===== src/hdl/hbm_pkg.sv =====
// shared types and constants for the binaural hrtf mixer
// no dependencies

package hbm_pkg;

    localparam int HBM_IR_LEN   = 128;
    localparam int HBM_HIST_LEN = 64;

    localparam logic OP_PROCESS = 1'b0;
    localparam logic OP_LOAD    = 1'b1;

    localparam logic [2:0] CFG_IR_SIZE       = 3'd0;
    localparam logic [2:0] CFG_BLEND_MODE    = 3'd1;
    localparam logic [2:0] CFG_NEW_DELAYS    = 3'd2;
    localparam logic [2:0] CFG_OLD_DELAYS    = 3'd3;
    localparam logic [2:0] CFG_NEW_GAIN      = 3'd4;
    localparam logic [2:0] CFG_NEW_GAIN_STEP = 3'd5;
    localparam logic [2:0] CFG_OLD_GAIN      = 3'd6;
    localparam logic [2:0] CFG_OLD_GAIN_STEP = 3'd7;

    typedef struct packed {
        logic clear;
        logic proc;
        logic load;
        logic head;
        logic tap_l;
        logic tap_r;
        logic gain;
        logic mac;
        logic out_rd;
        logic out_load;
        logic set_old;
    } t_cmd;

    typedef struct packed {
        logic clear_last;
        logic mac_last;
        logic blend;
    } t_sts;

endpackage


===== src/hdl/hbm_ctrl.sv =====
// sequencer for the binaural mixer: clear pass, per-set tap and mac passes, output
// depends on hbm_pkg

module hbm_ctrl (
    input  logic          i_clk,
    input  logic          i_rst_n,
    input  logic          i_in_valid,
    input  logic          i_opcode,
    output logic          o_in_stall,
    output logic          o_out_valid,
    input  logic          i_out_stall,
    input  hbm_pkg::t_sts i_sts,
    output hbm_pkg::t_cmd o_cmd
);

    import hbm_pkg::*;

    typedef enum logic [3:0] {
        S_CLEAR, S_IDLE, S_HEAD, S_TAPL, S_TAPR, S_GAIN, S_MAC,
        S_DRAIN1, S_DRAIN2, S_OUTRD, S_FIN
    } t_state;

    t_state r_state;
    logic   r_set_old;
    logic   r_out_valid;
    logic   w_idle;

    assign w_idle = (r_state == S_IDLE);

    always_comb begin
        o_cmd          = '0;
        o_cmd.clear    = (r_state == S_CLEAR);
        o_cmd.proc     = w_idle && i_in_valid && (i_opcode == OP_PROCESS);
        o_cmd.load     = w_idle && i_in_valid && (i_opcode == OP_LOAD);
        o_cmd.head     = (r_state == S_HEAD);
        o_cmd.tap_l    = (r_state == S_TAPL);
        o_cmd.tap_r    = (r_state == S_TAPR);
        o_cmd.gain     = (r_state == S_GAIN);
        o_cmd.mac      = (r_state == S_MAC);
        o_cmd.out_rd   = (r_state == S_OUTRD);
        o_cmd.out_load = (r_state == S_FIN) && (!r_out_valid || !i_out_stall);
        o_cmd.set_old  = r_set_old;
    end

    always_ff @(posedge i_clk) begin
        if (!i_rst_n) begin
            r_state     <= S_CLEAR;
            r_set_old   <= 1'b0;
            r_out_valid <= 1'b0;
        end else begin
            if (o_cmd.out_load) begin
                r_out_valid <= 1'b1;
            end else if (!i_out_stall) begin
                r_out_valid <= 1'b0;
            end
            case (r_state)
                S_CLEAR: begin
                    if (i_sts.clear_last) begin
                        r_state <= S_IDLE;
                    end
                end
                S_IDLE: begin
                    if (o_cmd.proc) begin
                        r_state <= S_HEAD;
                    end
                end
                S_HEAD: begin
                    // old set goes first when crossfading
                    r_set_old <= i_sts.blend;
                    r_state   <= S_TAPL;
                end
                S_TAPL:   r_state <= S_TAPR;
                S_TAPR:   r_state <= S_GAIN;
                S_GAIN:   r_state <= S_MAC;
                S_MAC: begin
                    if (i_sts.mac_last) begin
                        if (r_set_old) begin
                            r_set_old <= 1'b0;
                            r_state   <= S_TAPL;
                        end else begin
                            r_state <= S_DRAIN1;
                        end
                    end
                end
                S_DRAIN1: r_state <= S_DRAIN2;
                S_DRAIN2: r_state <= S_OUTRD;
                S_OUTRD:  r_state <= S_FIN;
                S_FIN: begin
                    if (o_cmd.out_load) begin
                        r_state <= S_IDLE;
                    end
                end
                default:  r_state <= S_IDLE;
            endcase
        end
    end

    assign o_in_stall  = !w_idle;
    assign o_out_valid = r_out_valid;

endmodule


===== config.mk =====
export PLATFORM = sky130hd
export DESIGN_NAME = hbm_ctrl
export DESIGN_NICKNAME = d
export VERILOG_FILES = /design/src/hdl/hbm_pkg.sv /design/src/hdl/hbm_ctrl.sv
export SDC_FILE = /design/constraint.sdc
export NUM_CORES = 1
export LEC_CHECK = 0
export ABC_AREA = 1
export BUFFER_PORTS_ARGS = -buffer_cell sky130_fd_sc_hd__buf_2
export CAP_MARGIN = 20
export CORE_MARGIN = 10
export CORE_UTILIZATION = 35
export DETAILED_ROUTE_END_ITERATION = 10
export HOLD_SLACK_MARGIN = 0.15
export PLACE_DENSITY = 0.74
export SYNTH_ARGS = -nofsm -noshare
export SYNTH_HDL_FRONTEND = slang
export SYNTH_SLANG_ARGS = --single-unit

===== constraint.sdc =====
create_clock -name i_clk -period 1 [get_ports i_clk]
set_input_delay 0.3 -clock i_clk [delete_from_list [all_inputs] [get_ports i_clk]]
set_output_delay 0.3 -clock i_clk [all_outputs]
set_load 0.005 [all_outputs]

==> results of run 1 <==
## area by class of cell
type / instances / area [sq um]
sequential: 6 / 137.6
tap: 15 / 18.77
multi-input combinational: 51 / 367.9
timing repair buffer: 39 / 269.0
inverter: 13 / 58.81
fill: 106 / 406.6
clock buffer: 4 / 26.28
## worst max-delay path, delay by kind of cell (launching register included)
kind,cells,cell delay [ns]
simple gates,3,0.36
flops,1,0.37
buf+inv,1,0.12
## cell usage after synthesis (all sizes together)
cell     number  area, sq um
nor2         20        98.85
inv          13        48.79
nand2        13        76.32
dfxtp         6        120.1
a21oi         4        20.02
nand3         3        20.02
nor3          3        15.01
o21ai         2        10.01
a2bb2oi       1        8.760
buf           1        7.510
nand3b        1        11.26
nand4         1        6.260
o211ai        1        12.51
o21bai        1        7.510
o22ai         1        6.260
## flip-flops by register name, indices dropped and copies added, names as in the netlist
register,count
r_state,4
r_set_old,1
o_out_valid,1
## routing by layer
metal	vias to the layer above	routed length, um	global-route usage
met3	4	157	0.04494
met4	0	25	0.06186
met1	256	628	0.1032
met2	17	776	0.1724
met5	-	0	0
li1	318	-	-
## worst min path at each step
stage	cells after the start	slack (ns)	end
finish	3	0.31	r_state[1]
global route	3	0.33	r_state[1]
global placement	2	0.54	r_set_old
CTS	3	0.30	r_state[1]
floorplan	2	0.41	r_state[1]
detailed placement	3	0.56	o_out_valid
## stage by stage
stage | power [mW] | setup TNS [ns]
floorplan | 1.314 | -0.08975
global placement | 1.673 | -1.445
detailed placement | 1.695 | -1.604
CTS | 2.217 | -5.198
global route | 2.647 | -6.267
finish | 2.440 | -5.058
## power by group through the flow
stage,registers [mW],logic [mW],clock network [mW]
floorplan,0.493,0.821,0
global route,0.516,1.85,0.280
CTS,0.488,1.47,0.258
global placement,0.504,1.17,0
finish,0.503,1.68,0.255
detailed placement,0.512,1.18,0
## kinds of logic after synthesis
family	after synthesis	synth area share
AND/OR/NAND/NOR	41	0.4853
buffers and inverters	14	0.1200
AO/OA/AOI/OAI	10	0.1387
flip-flops	6	0.2560
## repair_timing
item	CTS	global route
hold buffers	0	0
gates resized for setup	8	13
endpoints found under the setup margin	17	19
pin swaps	4	2
setup buffers	7	4
==> flow_metrics.env, run 1 <==
export IMPL_dp_cells=113
export IMPL_finalSetupViolCount=16
export IMPL_hold_slack_ns=0.3059
export IMPL_synth_area_sq_um=469.2
export IMPL_synth_area_per_cell_sq_um=6.608
export IMPL_ys_seq_area_frac=0.2560
export IMPL_p_seq_frac=0.206
export IMPL_cts_tree="yes"
export IMPL_ir_worst_vdd_v=0.001332
export IMPL_clkPwrFrac=0.105
export IMPL_portBuffers=20
export IMPL_dpl_cell_area_sq_um=693.2
export IMPL_leakage_nw=0.4818
export IMPL_p_comb_frac=0.689
export IMPL_worstPathCellList="nor2_4 > nand3_2 > nor2_1 > buf_2"
export IMPL_antenna_left=0
export IMPL_r2r_slack_ns=-0.31
export IMPL_ys_warn_count=0
export IMPL_first_iter_violations=3
export IMPL_cts_buffers_inserted=3
export IMPL_grt_usage=0.1034
export IMPL_utilization=0.6835
export IMPL_cp_slowest_cell="dfxtp_4"
export IMPL_grt_pass1_vias=637
export IMPL_die_h_um=56.62
export IMPL_worst_skew_pair_late_latency_ns=0.26
export IMPL_crit_fanout=6
export IMPL_startpoint="r_state[2]"
export IMPL_setup_slack_ns=-0.3987
export IMPL_rsz0062_at_grt="true"
export IMPL_clkTransAtPathRegs_ns=0.06
export IMPL_drive_above_1_share=0.6814
export IMPL_period_needed_ns=1.399
export IMPL_grt_first_pass_wirelength_um=2704
export IMPL_grt_max_degree=7
export IMPL_fin_area_sq_um=878.3
export IMPL_p_int_mw=1.348
export IMPL_core_sq_mm=0.001285
export IMPL_ys_seq_elements=6
export IMPL_synth_net_count=79
export IMPL_startpoint_type="register"
export IMPL_violations="setup timing"
export IMPL_p_sw_mw=1.093
export IMPL_hp_start="i_rst_n"
export IMPL_first_pass_iters=4
export IMPL_maxSlewViolCount=0
export IMPL_rr_startpoint="r_state[2]"
export IMPL_finalCritPeriodShare=1.399
export IMPL_dr_total_vias=595
export IMPL_rows=13
export IMPL_drcViolationCount=0
export IMPL_synthCells=71
export IMPL_routed_wl_um=1588
export IMPL_slew_limit_headroom=0.8809
export IMPL_final_cells=128
export IMPL_final_cell_mix="buf_2, buf_4, nor2_1"
export IMPL_critPathKind="register to output pin"
export IMPL_antenna_found_initial=0
export IMPL_r2r_end="r_state[2]"
export IMPL_place_congestion=0.8600
export IMPL_antenna_cells=0
export IMPL_end_kind="output pin"
export IMPL_cts_root_buf="clkbuf_4"
export IMPL_area_growth_pct=87.20
export IMPL_required_ns=0.70
export IMPL_io_pins=21
export IMPL_hold_path_class="input pin to register"
export IMPL_grt_overflow_total=0
export IMPL_viasPerCell=4.648
export IMPL_r2r_cells=9
export IMPL_nets=122
export IMPL_die_area_sq_mm=0.003205
export IMPL_maxCapViolCount=0
export IMPL_crit_end="o_cmd[8]"
export IMPL_synth_cell_type_count=21
export IMPL_power_density_mw_per_mm2=2778
export IMPL_fmax_mhz=714.9
export IMPL_swShare=0.4477
export IMPL_die_w_um=56.62
export IMPL_outcome="complete, but fails checks"
export IMPL_clockBufferDepth=2
export IMPL_htreeDepth=1
export IMPL_dp_slack_ns=-0.1556
export IMPL_critical_path_max_stage_delay_ns=0.37
export IMPL_worst_slew_pin_slew_ns=0.1782
export IMPL_arrival_ns=1.10
export IMPL_routedWlPerCell_um=12.41
export IMPL_skew_ns=0.01236
export IMPL_start_util=0.3651
export IMPL_finalHoldViolCount=0
export IMPL_clock_sinks=6
export IMPL_dpl_hpwl_um=1153
(Power assumes the default switching activity.)
==> run 2, diff against run 1 <==
--- a/config.mk
+++ b/config.mk
@@ -12,7 +12,7 @@
 export CORE_UTILIZATION = 35
 export DETAILED_ROUTE_END_ITERATION = 10
 export HOLD_SLACK_MARGIN = 0.15
-export PLACE_DENSITY = 0.74
+export PLACE_DENSITY = 0.71
 export SYNTH_ARGS = -nofsm -noshare
 export SYNTH_HDL_FRONTEND = slang
 export SYNTH_SLANG_ARGS = --single-unit
==> constraint.sdc (replaced) <==
create_clock -name i_clk -period 1.7 [get_ports i_clk]
set_input_delay 0.51 -clock i_clk [delete_from_list [all_inputs] [get_ports i_clk]]
set_output_delay 0.51 -clock i_clk [all_outputs]
set_load 0.005 [all_outputs]
==> flow_metrics.env, run 2 (same netlist as run 1, synthesis figures left out) <==
export IMPL_viasPerCell=4.761
export IMPL_period_needed_ns=1.638
export IMPL_final_cell_mix="buf_2, nor2_1, inv_1"
export IMPL_hold_path_class="register to register"
export IMPL_drive_above_1_share=0.5408
export IMPL_dp_slack_ns=0.1506
export IMPL_place_congestion=0.7423
export IMPL_clockBufferDepth=2
export IMPL_maxSlewViolCount=0
export IMPL_min_path_cells=2
export IMPL_portBuffers=20
export IMPL_finalHoldViolCount=0
export IMPL_swShare=0.4687
export IMPL_cts_root_buf="clkbuf_4"
export IMPL_end_kind="output pin"
export IMPL_antenna_found_initial=0
export IMPL_largest_register="r_state"
export IMPL_fmax_mhz=610.6
export IMPL_dr_total_vias=538
export IMPL_antenna_cells=0
export IMPL_first_iter_violations=1
export IMPL_hold_slack_ns=0.4781
export IMPL_grt_overflow_total=0
export IMPL_required_ns=1.19
export IMPL_die_area_sq_mm=0.003205
export IMPL_cts_tree="yes"
export IMPL_antenna_left=0
export IMPL_final_common_cell="buf_2"
export IMPL_grt_usage=0.08330
export IMPL_routedWlPerCell_um=12.31
export IMPL_clock_sinks=6
export IMPL_grt_max_degree=9
export IMPL_nets=108
export IMPL_leakage_nw=0.3892
export IMPL_routed_wl_um=1391
export IMPL_start_util=0.3651
export IMPL_ir_worst_vdd_v=0.0007433
export IMPL_crit_fanout=4
export IMPL_rows=13
export IMPL_arrival_ns=1.13
export IMPL_p_sw_uw=543.9
export IMPL_finalCritPeriodShare=0.9634
export IMPL_critPathKind="register to output pin"
export IMPL_largest_reg_flops=4
export IMPL_outcome="complete, no violations"
export IMPL_first_pass_iters=4
export IMPL_drcViolationCount=0
export IMPL_r2r_cells=9
export IMPL_worst_skew_pair_late_latency_ns=0.25
export IMPL_finalSetupViolCount=0
export IMPL_die_h_um=56.62
export IMPL_skew_ns=0.005740
export IMPL_cts_hold_buf=0
export IMPL_maxCapViolCount=0
export IMPL_grt_pass1_vias=465
export IMPL_core_sq_mm=0.001285
export IMPL_io_pins=21
export IMPL_slew_limit_headroom=0.8786
export IMPL_dpl_hpwl_um=1051
export IMPL_rsz0062_at_grt="true"
export IMPL_p_seq_frac=0.250
export IMPL_startpoint_type="register"
export IMPL_total_power_mw=1.160
export IMPL_clkTransAtPathRegs_ns=0.05
export IMPL_clkPwrFrac=0.121
export IMPL_htreeDepth=1
export IMPL_grt_first_pass_wirelength_um=2056
export IMPL_power_density_mw_per_mm2=1686
export IMPL_p_int_uw=616.5
export IMPL_area_growth_pct=46.67
export IMPL_worst_slew_pin_slew_ns=0.1817
export IMPL_p_comb_frac=0.629
export IMPL_setup_slack_ns=0.06214
export IMPL_cts_buffers_inserted=3
export IMPL_die_w_um=56.62
run 2: cell types whose count changed in the layout (fill, tap and decap cells not counted), moves of 2 or more:
cell and change:
buf_2 +3, a21oi_1 +2, buf_4 -12, buf_6 -5, a21oi_2 -2, dfxtp_1 +2
dfxtp_2 -2, nor2_1 +2
run 2: critical path: stages (launching register included):
cell	delay, ns
dfxtp_4	0.36
inv_4	0.08
nand2_4	0.08
inv_4	0.07
nand2_1	0.07
nor2_1	0.09
buf_2	0.12
run 2: power by group through the flow:
stage	logic (mW)	clock network (mW)	registers (mW)
finish	0.729	0.141	0.290
CTS	0.624	0.147	0.269
detailed placement	0.607	0	0.257
floorplan	0.440	0	0.251
global placement	0.603	0	0.256
global route	0.815	0.152	0.298
run 2: path summary, 6_finish.rpt:
check	endpoint	slack [ns]	from
max reg2reg	r_state[2]	0.47	r_state[2]
max	o_cmd[1]	0.06	r_state[0]
min reg2reg	o_out_valid	0.48	o_out_valid
min	o_out_valid	0.48	o_out_valid
run 2: timing repair:
action | 4_1_cts | 5_1_grt
hold endpoints to repair | 0 | 0
gates cloned | 0 | 0
buffers inserted | 0 | 4
setup endpoints to repair | 8 | 7
pin swaps | 0 | 3
gates resized for setup | 5 | 12
run 2: metrics by stage:
step                      utilization  std cells  setup TNS (ns)  cell area [sq um]
final                          0.5355        113               0              688.2
after global routing           0.5355        113        -0.04068              688.2
after CTS                      0.4869        109               0              625.6
after detailed placement       0.4576        106               0              588.1
after global placement         0.4576        106               0              588.1
after floorplan                     -         71               0              469.2
run 2: final cells by class:
class | count | area, sq um
Clock buffer | 3 | 22.52
Timing Repair Buffer | 25 | 137.6
Sequential cell | 6 | 135.1
Fill cell | 129 | 596.8
Multi-Input combinational cell | 51 | 320.3
Inverter | 13 | 53.80
Tap cell | 15 | 18.77
run 2: per-layer routing:
layer	up-vias	wire length [um]	GRT usage
li1	285	-	-
met1	235	532	0.08095
met2	14	678	0.1176
met3	4	133	0.04270
met4	0	48	0.09278
met5	-	0	0
==> run 3, diff against run 2 <==
--- a/config.mk
+++ b/config.mk
@@ -5,7 +5,7 @@
 export SDC_FILE = /design/constraint.sdc
 export NUM_CORES = 1
 export LEC_CHECK = 0
-export ABC_AREA = 1
+export ABC_AREA = 0
 export BUFFER_PORTS_ARGS = -buffer_cell sky130_fd_sc_hd__buf_2
 export CAP_MARGIN = 20
 export CORE_MARGIN = 10
==> flow_metrics.env, run 3 <==
export IMPL_grt_usage=0.07930
export IMPL_worst_skew_pair_late_latency_ns=0.24
export IMPL_critPathKind="register to output pin"
export IMPL_hold_path_class="register to register"
export IMPL_cts_hold_buf=0
export IMPL_portBuffers=20
export IMPL_finalSetupViolCount=3
export IMPL_cts_tree="yes"
export IMPL_grt_pass1_vias=522
export IMPL_die_area_sq_mm=0.003321
export IMPL_dpl_hpwl_um=950.7
export IMPL_synth_main_ff_cell="dfxtp_1"
export IMPL_die_w_um=57.63
export IMPL_slew_limit_headroom=0.8259
export IMPL_nFillCells=121
export IMPL_routed_wl_um=1395
export IMPL_violations="setup timing"
export IMPL_ys_warn_count=0
export IMPL_outcome="complete, but fails checks"
export IMPL_yosys_area_top_type="dfxtp_1"
export IMPL_cts_root_buf="clkbuf_4"
export IMPL_fmax_mhz=572.0
export IMPL_first_pass_iters=4
export IMPL_synth_area_leaders="dfxtp_1, nor4b_4, nand4bb_1"
export IMPL_cp_slowest_cell="dfxtp_4"
export IMPL_yosysMostFrequentCell="dfxtp_1"
export IMPL_routedWlPerCell_um=13.81
export IMPL_nets=96
export IMPL_first_iter_violations=14
export IMPL_grt_overflow_total=0
export IMPL_drcViolationCount=0
export IMPL_dp_slack_ns=0.09529
export IMPL_yosysTopAreaCellShare=0.2424
export IMPL_leakage_nw=0.3461
export IMPL_htreeDepth=1
export IMPL_synthArstFlopShare=0
export IMPL_synth_area_sq_um=495.5
export IMPL_clockBufferDepth=2
export IMPL_synthCells=56
export IMPL_rr_startpoint="r_state[2]"
export IMPL_largest_register="r_state"
export IMPL_finalCritPeriodShare=1.028
export IMPL_ys_seq_elements=6
export IMPL_arrival_ns=1.24
export IMPL_rsz0062_at_grt="true"
export IMPL_setup_slack_ns=-0.04814
export IMPL_largest_reg_flops=4
export IMPL_ir_worst_vdd_v=0.0005219
export IMPL_clkTransAtPathRegs_ns=0.05
export IMPL_place_congestion=0.7998
export IMPL_area_growth_pct=52.02
export IMPL_rows=13
export IMPL_antenna_left=0
export IMPL_synth_area_per_cell_sq_um=8.848
export IMPL_worstPathCellList="nor4b_4 > and3_2 > buf_2"
export IMPL_final_common_cell="buf_2"
export IMPL_power_density_mw_per_mm2=853.7
export IMPL_maxSlewViolCount=0
export IMPL_required_ns=1.19
export IMPL_finalHoldViolCount=0
export IMPL_worst_slew_pin_slew_ns=0.2587
export IMPL_antenna_found_initial=0
export IMPL_period_needed_ns=1.748
export IMPL_antenna_cells=0
export IMPL_total_power_uw=643.0
export IMPL_end_kind="output pin"
export IMPL_ys_seq_area_frac=0.2424
export IMPL_crit_fanout=8
export IMPL_multi_input_area_sq_um=367.9
export IMPL_startpoint="r_state[2]"
export IMPL_synth_edf_count=0
export IMPL_dr_total_vias=534
export IMPL_viasPerCell=5.287
export IMPL_dpl_cell_area_sq_um=615.6
export IMPL_regArea_sq_um=131.4
export IMPL_final_cell_mix="buf_2, buf_4, nand2_1"
export IMPL_synth_common_cells="dfxtp_1, nand2_1, nor2_1"
export IMPL_skew_ns=0.003781
export IMPL_start_util=0.3761
export IMPL_synth_net_count=64
export IMPL_synth_cell_type_count=33
export IMPL_cts_buffers_inserted=3
export IMPL_hp_start="o_out_valid"
export IMPL_drive_above_1_share=0.6047
export IMPL_core_sq_mm=0.001318
export IMPL_io_pins=21
export IMPL_grt_max_degree=14
export IMPL_clock_sinks=6
export IMPL_die_h_um=57.63
export IMPL_startpoint_type="register"
export IMPL_critical_path_max_stage_delay_ns=0.38
export IMPL_maxCapViolCount=0
export IMPL_grt_first_pass_wirelength_um=2228
export IMPL_fin_area_sq_um=753.2
-- run 3: kinds of logic (layout without fill, tap and decap cells) --
logic type	Yosys count	after routing	synth area share
multiplexers	1	1	0.02273
AND/OR/NAND/NOR	26	26	0.3990
AO/OA/AOI/OAI	14	14	0.2323
flip-flops	6	6	0.2424
buffers and inverters	9	39	0.1035
-- run 3: worst paths after layout --
path	cells after the start	slack [ns]	to
max	3	-0.05	o_cmd[8]
min	2	0.53	o_out_valid
max reg2reg	6	0.24	r_state[2]
min reg2reg	2	0.53	o_out_valid
-- run 3: worst max-delay path: cells and delay by family (launching register included) --
family | cells | cell delay [ns]
buf+inv | 1 | 0.10
flops | 1 | 0.38
simple gates | 2 | 0.52
-- run 3: stage by stage --
stage / std cells / hold WS (ns) / util / setup TNS [ns]
floorplan: 56 / 0.5129 / - / 0
global placement: 91 / 0.5153 / 0.4672 / 0
detailed placement: 91 / 0.5206 / 0.4672 / 0
CTS: 98 / 0.5217 / 0.5138 / -0.2358
global route: 101 / 0.5528 / 0.5717 / -0.4205
finish: 101 / 0.5302 / 0.5717 / -0.08021
-- run 3: final cells by class --
cell class,instances,share of cell area
Clock buffer,3,0.02990
Inverter,4,0.01993
Multi-Input combinational cell,41,0.4884
Sequential cell,6,0.1744
Tap cell,15,0.02492
Timing Repair Buffer,32,0.2625
-- run 3: metal layers --
metal  GRT usage  vias up  wire [um]
met1     0.08505      248        606
met5           0        -          0
met3     0.04139        2         93
met4     0.01007        0          5
met2      0.1380       16        689
li1            -      268          -
-- run 3: timing repair --
item | CTS | global route
pin swaps | 4 | 5
endpoints found under the setup margin | 11 | 9
resized for setup | 5 | 9
buffers inserted | 4 | 3
-- run 3: where the power goes --
group / switching (mW) / internal, mW
Sequential: 0.0209 / 0.157
Combinational: 0.149 / 0.182
Clock: 0.0543 / 0.0801
Total: 0.224 / 0.419
